$ cat config.mk
export PLATFORM = sky130hd
export DESIGN_NAME = elcp_queue
export DESIGN_NICKNAME = d
export VERILOG_FILES = /design/src/hdl/elcp_pkg.sv /design/src/hdl/elcp_queue.sv
export SDC_FILE = /design/constraint.sdc
export NUM_CORES = 1
export LEC_CHECK = 0
export ABC_CLOCK_PERIOD_IN_PS = 20000
export BUFFER_PORTS_ARGS = -buffer_cell sky130_fd_sc_hd__clkbuf_2
export CAP_MARGIN = 20
export CORE_UTILIZATION = 30
export CTS_CLUSTER_SIZE = 20
export DETAILED_ROUTE_END_ITERATION = 7
export HOLD_SLACK_MARGIN = 0.03
export PLACE_DENSITY = 0.49
export SLEW_MARGIN = 20
export SYNTH_ARGS = -nofsm -noshare
export SYNTH_HDL_FRONTEND = slang
export SYNTH_SLANG_ARGS = --single-unit
$ cat constraint.sdc
create_clock -name clk -period 20 [get_ports clk]
set_input_delay 4 -clock clk [delete_from_list [all_inputs] [get_ports clk]]
set_output_delay 4 -clock clk [all_outputs]
set_load 0.005 [all_outputs]
$ cat src/hdl/elcp_pkg.sv
// Shared types, constants and helpers for the edge length constraint projection unit.
// No dependencies.
`timescale 1ns / 1ps

package elcp_pkg;

  localparam int SQ_STEPS    = 33;  // two radicand bits per step, 66-bit radicand
  localparam int DIV_STEPS   = 31;  // quotient bits of the direction divide
  localparam int QUEUE_DEPTH = 4;
  localparam int QPTR_W      = $clog2(QUEUE_DEPTH);

  typedef struct packed {
    logic [19:0]        first_index;
    logic [19:0]        second_index;
    logic signed [31:0] first_x;
    logic signed [31:0] first_y;
    logic signed [31:0] first_z;
    logic signed [31:0] second_x;
    logic signed [31:0] second_y;
    logic signed [31:0] second_z;
    logic [30:0]        rest_len;
    logic [30:0]        weight;
  } in_item_t;

  typedef struct packed {
    logic [19:0]        out_first_index;
    logic [19:0]        out_second_index;
    logic signed [31:0] proj_first_x;
    logic signed [31:0] proj_first_y;
    logic signed [31:0] proj_first_z;
    logic signed [31:0] proj_second_x;
    logic signed [31:0] proj_second_y;
    logic signed [31:0] proj_second_z;
    logic signed [31:0] rhs_x;
    logic signed [31:0] rhs_y;
    logic signed [31:0] rhs_z;
  } out_item_t;

  // Classified edge: endpoints, edge magnitudes and signs, rest length, weight.
  typedef struct packed {
    logic [19:0]       first_index;
    logic [19:0]       second_index;
    logic [2:0][31:0]  a;
    logic [2:0][31:0]  b;
    logic [2:0][31:0]  dmag;
    logic [2:0]        dneg;
    logic [30:0]       rest;
    logic [30:0]       wgt;
  } ctx_t;

  typedef struct packed {
    ctx_t        ctx;
    logic [65:0] sum_sq;
  } qent_t;

  function automatic logic [31:0] sat32(input logic signed [34:0] v);
    logic [31:0] r;
    if (v > 35'sd2147483647) r = 32'h7fffffff;
    else if (v < -35'sd2147483648) r = 32'h80000000;
    else r = v[31:0];
    return r;
  endfunction

endpackage

$ cat src/hdl/elcp_queue.sv
// Short queue between the front and back parts.
// Depends on elcp_pkg.
`timescale 1ns / 1ps

module elcp_queue (
  input  logic            clk,
  input  logic            rst,
  input  logic            push,
  input  elcp_pkg::qent_t push_data,
  output logic            full,
  input  logic            pop,
  output logic            nonempty,
  output elcp_pkg::qent_t pop_data
);

  elcp_pkg::qent_t             mem [elcp_pkg::QUEUE_DEPTH];
  logic [elcp_pkg::QPTR_W-1:0] wr_ptr, rd_ptr;
  logic [elcp_pkg::QPTR_W:0]   count;

  assign full     = count == (elcp_pkg::QPTR_W + 1)'(elcp_pkg::QUEUE_DEPTH);
  assign nonempty = count != '0;
  assign pop_data = mem[rd_ptr];

  always_ff @(posedge clk) begin
    if (rst) begin
      wr_ptr <= '0;
      rd_ptr <= '0;
      count  <= '0;
    end else begin
      if (push) wr_ptr <= wr_ptr + 1'b1;
      if (pop)  rd_ptr <= rd_ptr + 1'b1;
      if (push && !pop) count <= count + 1'b1;
      else if (pop && !push) count <= count - 1'b1;
    end
    if (push) mem[wr_ptr] <= push_data;
  end

endmodule

==> results.md, run 1 <==
- Cts hold-fix bufs: 0
- Final period utilization: 44.3%
- Crit-path slowest cell: dfxtp_4
- Die X: 474 um
- Die area: 0.224 mm^2
- Routed wire per std cell: 24.7 um
- Rel. slew slack: 29.5%
- Routed WL: 163,000 um
- Ys flop type: edfxtp_1
- Setup TNS: 0 ps
- Setup Fix Bufs, Post-CTS: 0
- GRT overflow: 0
- Startpoint Class: register
- Vias per Instance: 4.55
- Most frequent CP cell: buf_12
- FMAX: 0.113 GHz
- Crit path kind: reg2out
- Clock sinks: 1,845
- Netlist cell types: 20
- CTS tree: built
- Initial core utilization: 30.3%
- Starting DRT DRC Count: 1,951
- Reg clk slew, reported paths: 60 ps
- Root Buffer: clkbuf_16
- TritonRoute pass-1 iters: 5
- Vias in the first global route: 31.7k
- Total GRT Usage: 14.3%
- Critical path, cell by cell: buf_12 > buf_12 > buf_4 > mux4_2 > clkbuf_2
- Status: finished clean
- Period minus WS final: 8860 ps
- Layout cells sized above 1: 45.9%
- Commonest cells in the netlist: edfxtp_1 (1,836), mux4_2 (459), buf_2 (47), buf_6 (47), dfxtp_1 (9)
- Resized Gates After CTS: 0
- Vias: 30.1k
- WL met3: 17,100 um
- Syn Area/Cell: 27.3 um^2
- Rows: 172
- Post-synth EDFFs: 1,836
- Crit-path max FO: 87
- Ports: 924
- Synth top area share: 82.7%
- Hold WC Path Type: reg2reg
- First-pass GRT wire length: 232,000 um
- Max Transition Viols Final: 0
- Async set-reset flop share out of synthesis: 0%
- Max Cap Violations: 0
- H-tree lvl count: 4
- # DRC: 0
- Nets@finish: 3,969
- Maximum VDD drop: 78.0 uV
- Area added between synthesis and finish: 21.3%
- #FFs+latches synth: 1,845
- Routed length on met2: 78,500 um
- Area contributors post-synth: edfxtp_1 (83%), mux4_2 (15%), buf_6 (0.79%)
- RePlAce Congestion: 0.733
- Core ar.: 0.220 mm^2
- Number of buffers added on ports: 923
- Met1 wire length: 63,500 um
- Worst EP arrival: 4860 ps
- CTS max path bufs: 3
- Worst Skew: 58.6 ps
- RSZ-0062 raised after global routing: no
- Most frequent cell after synthesis: edfxtp_1
- Syn Inst Count: 2,441
- Mapped Nets: 2,910
- Post-synthesis sequential area ratio: 82.9%
- Die height: 474 um
- Uppermost routed layer: met5
- Initial antenna violation count: 59
- HPWL Detailed: 104,000 um
- Largest net degree at the start of global routing: 121
- Area leader, netlist: edfxtp_1
- Worst Tran Pin Value: 1060 ps
- Layout Utilization: 36.7%
- Pwr/cell area: 108 mW/mm^2
- Clk Latency, worst-skew pair: 810 ps
- ANT nets after route: 0
- Final hold vios: 0
- Synth warnings: 0
- Setup Viol. Count Final: 0
- CTS Buf Count: 195
- Synth Cell Area: 0.0667 mm^2
- Worst path max stage delay: 930 ps
- Pleak: 26.6 nW
- Worst path required time: 16,000 ps
- Crit. End Element: output port
## report_power, final
part           switching, mW  internal (mW)  total [mW]
clock network           1.47           2.01        3.48
registers             0.0413           4.45        4.49
logic                  0.448          0.347       0.795
total                   1.96           6.81        8.77
## cell families (layout without fill, tap and decap cells)
| family | count (synthesis) | in the layout | synth area share [%] |
|---|---|---|---|
| AO/OA/AOI/OAI | 2 | 2 | 0.0150 |
| other | 0 | 11 | 0 |
| buffers and inverters | 107 | 1318 | 1.22 |
| XOR/XNOR | 5 | 5 | 0.0657 |
| AND/OR/NAND/NOR | 15 | 15 | 0.113 |
| multiplexers | 461 | 461 | 15.5 |
| adder cells (fa/ha/maj) | 6 | 6 | 0.124 |
| flip-flops | 1845 | 1845 | 82.9 |
## sequential cells by signal, indices dropped and copies added (netlist names), named ones only
name / cells
count: 3
wr_ptr: 2
mem: 1836
rd_ptr: 2
## final timing paths
kind                         to       from  slack, ps  depth (start not counted)
setup reg to reg    mem[2][383]  wr_ptr[0]      15030                          7
hold reg to reg        count[2]   count[2]        510                          2
setup / recovery  pop_data[387]   register      11140                          5
hold / removal         count[2]   count[2]        510                          2
## area by class of cell
type,count,area [um^2]
Inverter,4,15.0
Timing Repair Buffer,965,5090
Clock buffer,248,5120
Sequential cell,1845,55300
Multi-Input combinational cell,489,10600
Clock inverter,101,1030
Tap cell,2958,3700
Antenna cell,11,27.5
Fill cell,20300,139000
## cells in the final DEF (no fill, tap or decap), drive strengths merged, types with 3 or more instances in the layout
| master | count |
|---|---|
| xor2 | 3 |
| diode | 11 |
| nor2 | 7 |
| edfxtp | 1836 |
| ha | 5 |
| clkinv | 77 |
| mux4 | 459 |
| buf | 42 |
| inv | 10 |
| dfxtp | 9 |
| bufinv | 16 |
| clkbuf | 1171 |
| and2 | 4 |
## metrics by stage
| stage | hold slack [ps] | instances | power (mW) | area (um^2) | setup WS (ps) |
|---|---|---|---|---|---|
| 2_1_floorplan | 461 | 2441 | 5.06 | 66700 | 4810 |
| 3_3_place_gp | 482 | 6260 | 5.39 | 74700 | 11270 |
| 3_5_place_dp | 492 | 6260 | 5.40 | 74700 | 11200 |
| 4_1_cts | 502 | 6609 | 8.91 | 80800 | 10700 |
| 5_1_grt | 560 | 6614 | 9.09 | 80900 | 10630 |
| 6_report | 505 | 6621 | 8.77 | 80900 | 11140 |
## routing by layer
metal | vias to the layer above | track usage [%]
met1 | 15900 | 17.1
met4 | 66 | 4.12
met5 | - | 0
met3 | 296 | 6.70
li1 | 12800 | -
met2 | 1008 | 22.9
## critical path, delay by kind of cell (launching register included)
kind	cells	cell delay (ps)
buf+inv	4	2070
flops	1	930
mux	1	660
Note: power is estimated with default switching activity, not from simulation.
==> inputs of run 2 (changes only) <==
ABC_CLOCK_PERIOD_IN_PS = 7650   (was 20000)
PLACE_DENSITY = 0.51   (was 0.49)
clock period = 7.65 ns   (was 20 ns; I/O delays follow)
==> run 2 against run 1 <==
Sequential share of layout area is 0.18 points lower. Worst hold slack improved by 1.3 ps. Via count is 0.31% lower. Register-to-register slack got worse by 10000 ps. Sequential power increased to 2.6 times the previous value. Cell count increased by 0.27%. Wire length decreased by 1.4%. First-iteration DRC count rose by 11%. Cell area grew 0.26%. Clock skew decreased by 10 ps.
==> results.md, run 2 (same netlist as run 1, synthesis figures left out) <==
- Pwr/cell area: 284 mW/mm^2
- Final period utilization: 63.3%
- Rel. slew slack: 22.8%
- Period minus WS final: 4840 ps
- Register area: 0.0553 mm^2
- Filler cell count: 20.3k
- Area added between synthesis and finish: 21.6%
- Maximum VDD drop: 209 uV
- Max reg flops: 1,836
- Reg clk slew, reported paths: 60 ps
- Net Sw Frac: 22.5%
- HPWL Detailed: 101,000 um
- Nets@finish: 3,965
- CTS Buf Count: 194
- First-pass GRT wire length: 228,000 um
- Starting DRT DRC Count: 2,169
- Hold WC Path Type: reg2reg
- H-tree lvl count: 4
- RePlAce Congestion: 0.754
- Worst Setup EP: pop_data[376]
- Clk Latency, worst-skew pair: 820 ps
- ANT nets after route: 0
- # DRC: 0
- Cts hold-fix bufs: 0
- FMAX: 0.207 GHz
- Clock power share: 40.0%
- Final Non-Filler Cells: 6,639
- Number of buffers added on ports: 923
- GRT overflow: 0
- RSZ-0062 raised after global routing: no
- Largest regs: mem: 1836 flops, count: 3 flops
- Most flops, register: mem
- CTS max path bufs: 3
- Core ar.: 0.220 mm^2
- Most frequent cells in the layout: edfxtp_1 (1,836), clkbuf_2 (923), mux4_2 (459)
- Largest net degree at the start of global routing: 134
- Comb pwr share: 9.0%
- Ports: 924
- Placed cells: 6,258
- Setup Viol. Count Final: 0
- Commonest non-fill, non-tap cell in the layout: edfxtp_1
- Layout Utilization: 36.8%
- Resized Gates After CTS: 0
- Die height: 474 um
- Clock sinks: 1,845
- Max Transition Viols Final: 0
- Die area: 0.224 mm^2
- Worst Tran Pin Value: 1160 ps
- Vias: 30.0k
- R2r startpoint: wr_ptr[0]
- Total GRT Usage: 14.1%
- Routed wire per std cell: 24.3 um
- Vias per Instance: 4.53
- Startpoint Class: register
- TritonRoute pass-1 iters: 5
- Pleak: 26.7 nW
- Pwr Total: 23.0 mW
- Hold WS: 506 ps
- Worst Skew: 48.3 ps
- Initial core utilization: 30.3%
- Routed WL: 161,000 um
- CTS tree: built
- Rows: 172
- Internal Power: 17.8 mW
- Setup Fix Bufs, Post-CTS: 0
- Layout cells sized above 1: 46.4%
- Root Buffer: clkbuf_16
- Initial antenna violation count: 62
- Vias in the first global route: 31.5k
- Reg2Reg Setup Slack: 5040 ps
- P_sw: 5.18 mW
- R2r worst-path depth: 5
- Status: finished clean
- Crit-path max FO: 89
- Worst path required time: 6120 ps
- Worst EP arrival: 3310 ps
- Area of the multi-input gates: 0.0106 mm^2
- Die X: 474 um
- Final hold vios: 0
- Worst r2r dst: mem[0][371]
- Sequential power share: 51.0%
- Crit path kind: reg2out
- Max Cap Violations: 0
- Crit. End Element: output port
## run 2: cell count changes in the layout (fill, tap and decap cells not counted), moves of 2 or more
| cell | previous run | this run |
|---|---|---|
| clkinvlp_4 | 2 | 6 |
| inv_16 | 1 | 4 |
| clkbuf_1 | 51 | 53 |
| clkinv_16 | 5 | 3 |
| buf_12 | 11 | 21 |
| clkinv_2 | 15 | 33 |
| clkinv_1 | 53 | 37 |
| inv_6 | 5 | 8 |
| buf_4 | 30 | 18 |
| diode_2 | 11 | 19 |
## run 2: power by group through the flow
| stage | registers, mW | logic (mW) | clock network (mW) |
|---|---|---|---|
| 2_1_floorplan | 12.0 | 1.09 | 0 |
| 3_3_place_gp | 11.9 | 2.13 | 0 |
| 3_5_place_dp | 12.0 | 2.15 | 0 |
| 4_1_cts | 11.7 | 2.15 | 9.47 |
| 5_1_grt | 11.8 | 2.24 | 9.84 |
| 6_report | 11.7 | 2.08 | 9.20 |
## run 2: worst max-delay path, stage by stage (launching register included)
cell	delay, ps
dfxtp_4	880
buf_12	490
mux4_2	620
clkbuf_2	140
## run 2: cell type report
type	instances	area share [%]
Clock inverter	111	1.35
Antenna cell	19	0.0586
Sequential cell	1845	68.2
Multi-Input combinational cell	489	13.0
Tap cell	2958	4.56
Clock buffer	251	6.36
Timing Repair Buffer	962	6.38
Inverter	4	0.0185
## run 2: routing by layer
metal | share of wire [%] | GRT usage [%] | vias to the layer above
li1 | - | - | 12900
met1 | 39 | 16.8 | 15800
met2 | 48 | 22.5 | 973
met3 | 9.2 | 5.93 | 332
met4 | 3.3 | 5.46 | 60
met5 | 0.23 | 0 | -
## run 2: worst min-delay path by stage
stage / start / endpoint / slack (ps) / cells after the start
2_1_floorplan: count[2] / count[2] / 460 / 2
3_3_place_gp: count[2] / count[2] / 480 / 2
3_5_place_dp: count[2] / count[2] / 500 / 2
4_1_cts: count[2] / count[2] / 510 / 2
5_1_grt: count[2] / count[2] / 530 / 2
6_report: count[2] / count[2] / 510 / 2
## run 2: stage by stage
stage / cell area [um^2] / setup slack, ps / TNS (ps)
finish: 81100 / 2810 / 0
global route: 81100 / 2470 / 0
CTS: 81000 / 2590 / 0
detailed placement: 74800 / 3530 / 0
global placement: 74800 / 3510 / 0
floorplan: 66700 / -5070 / -2327380
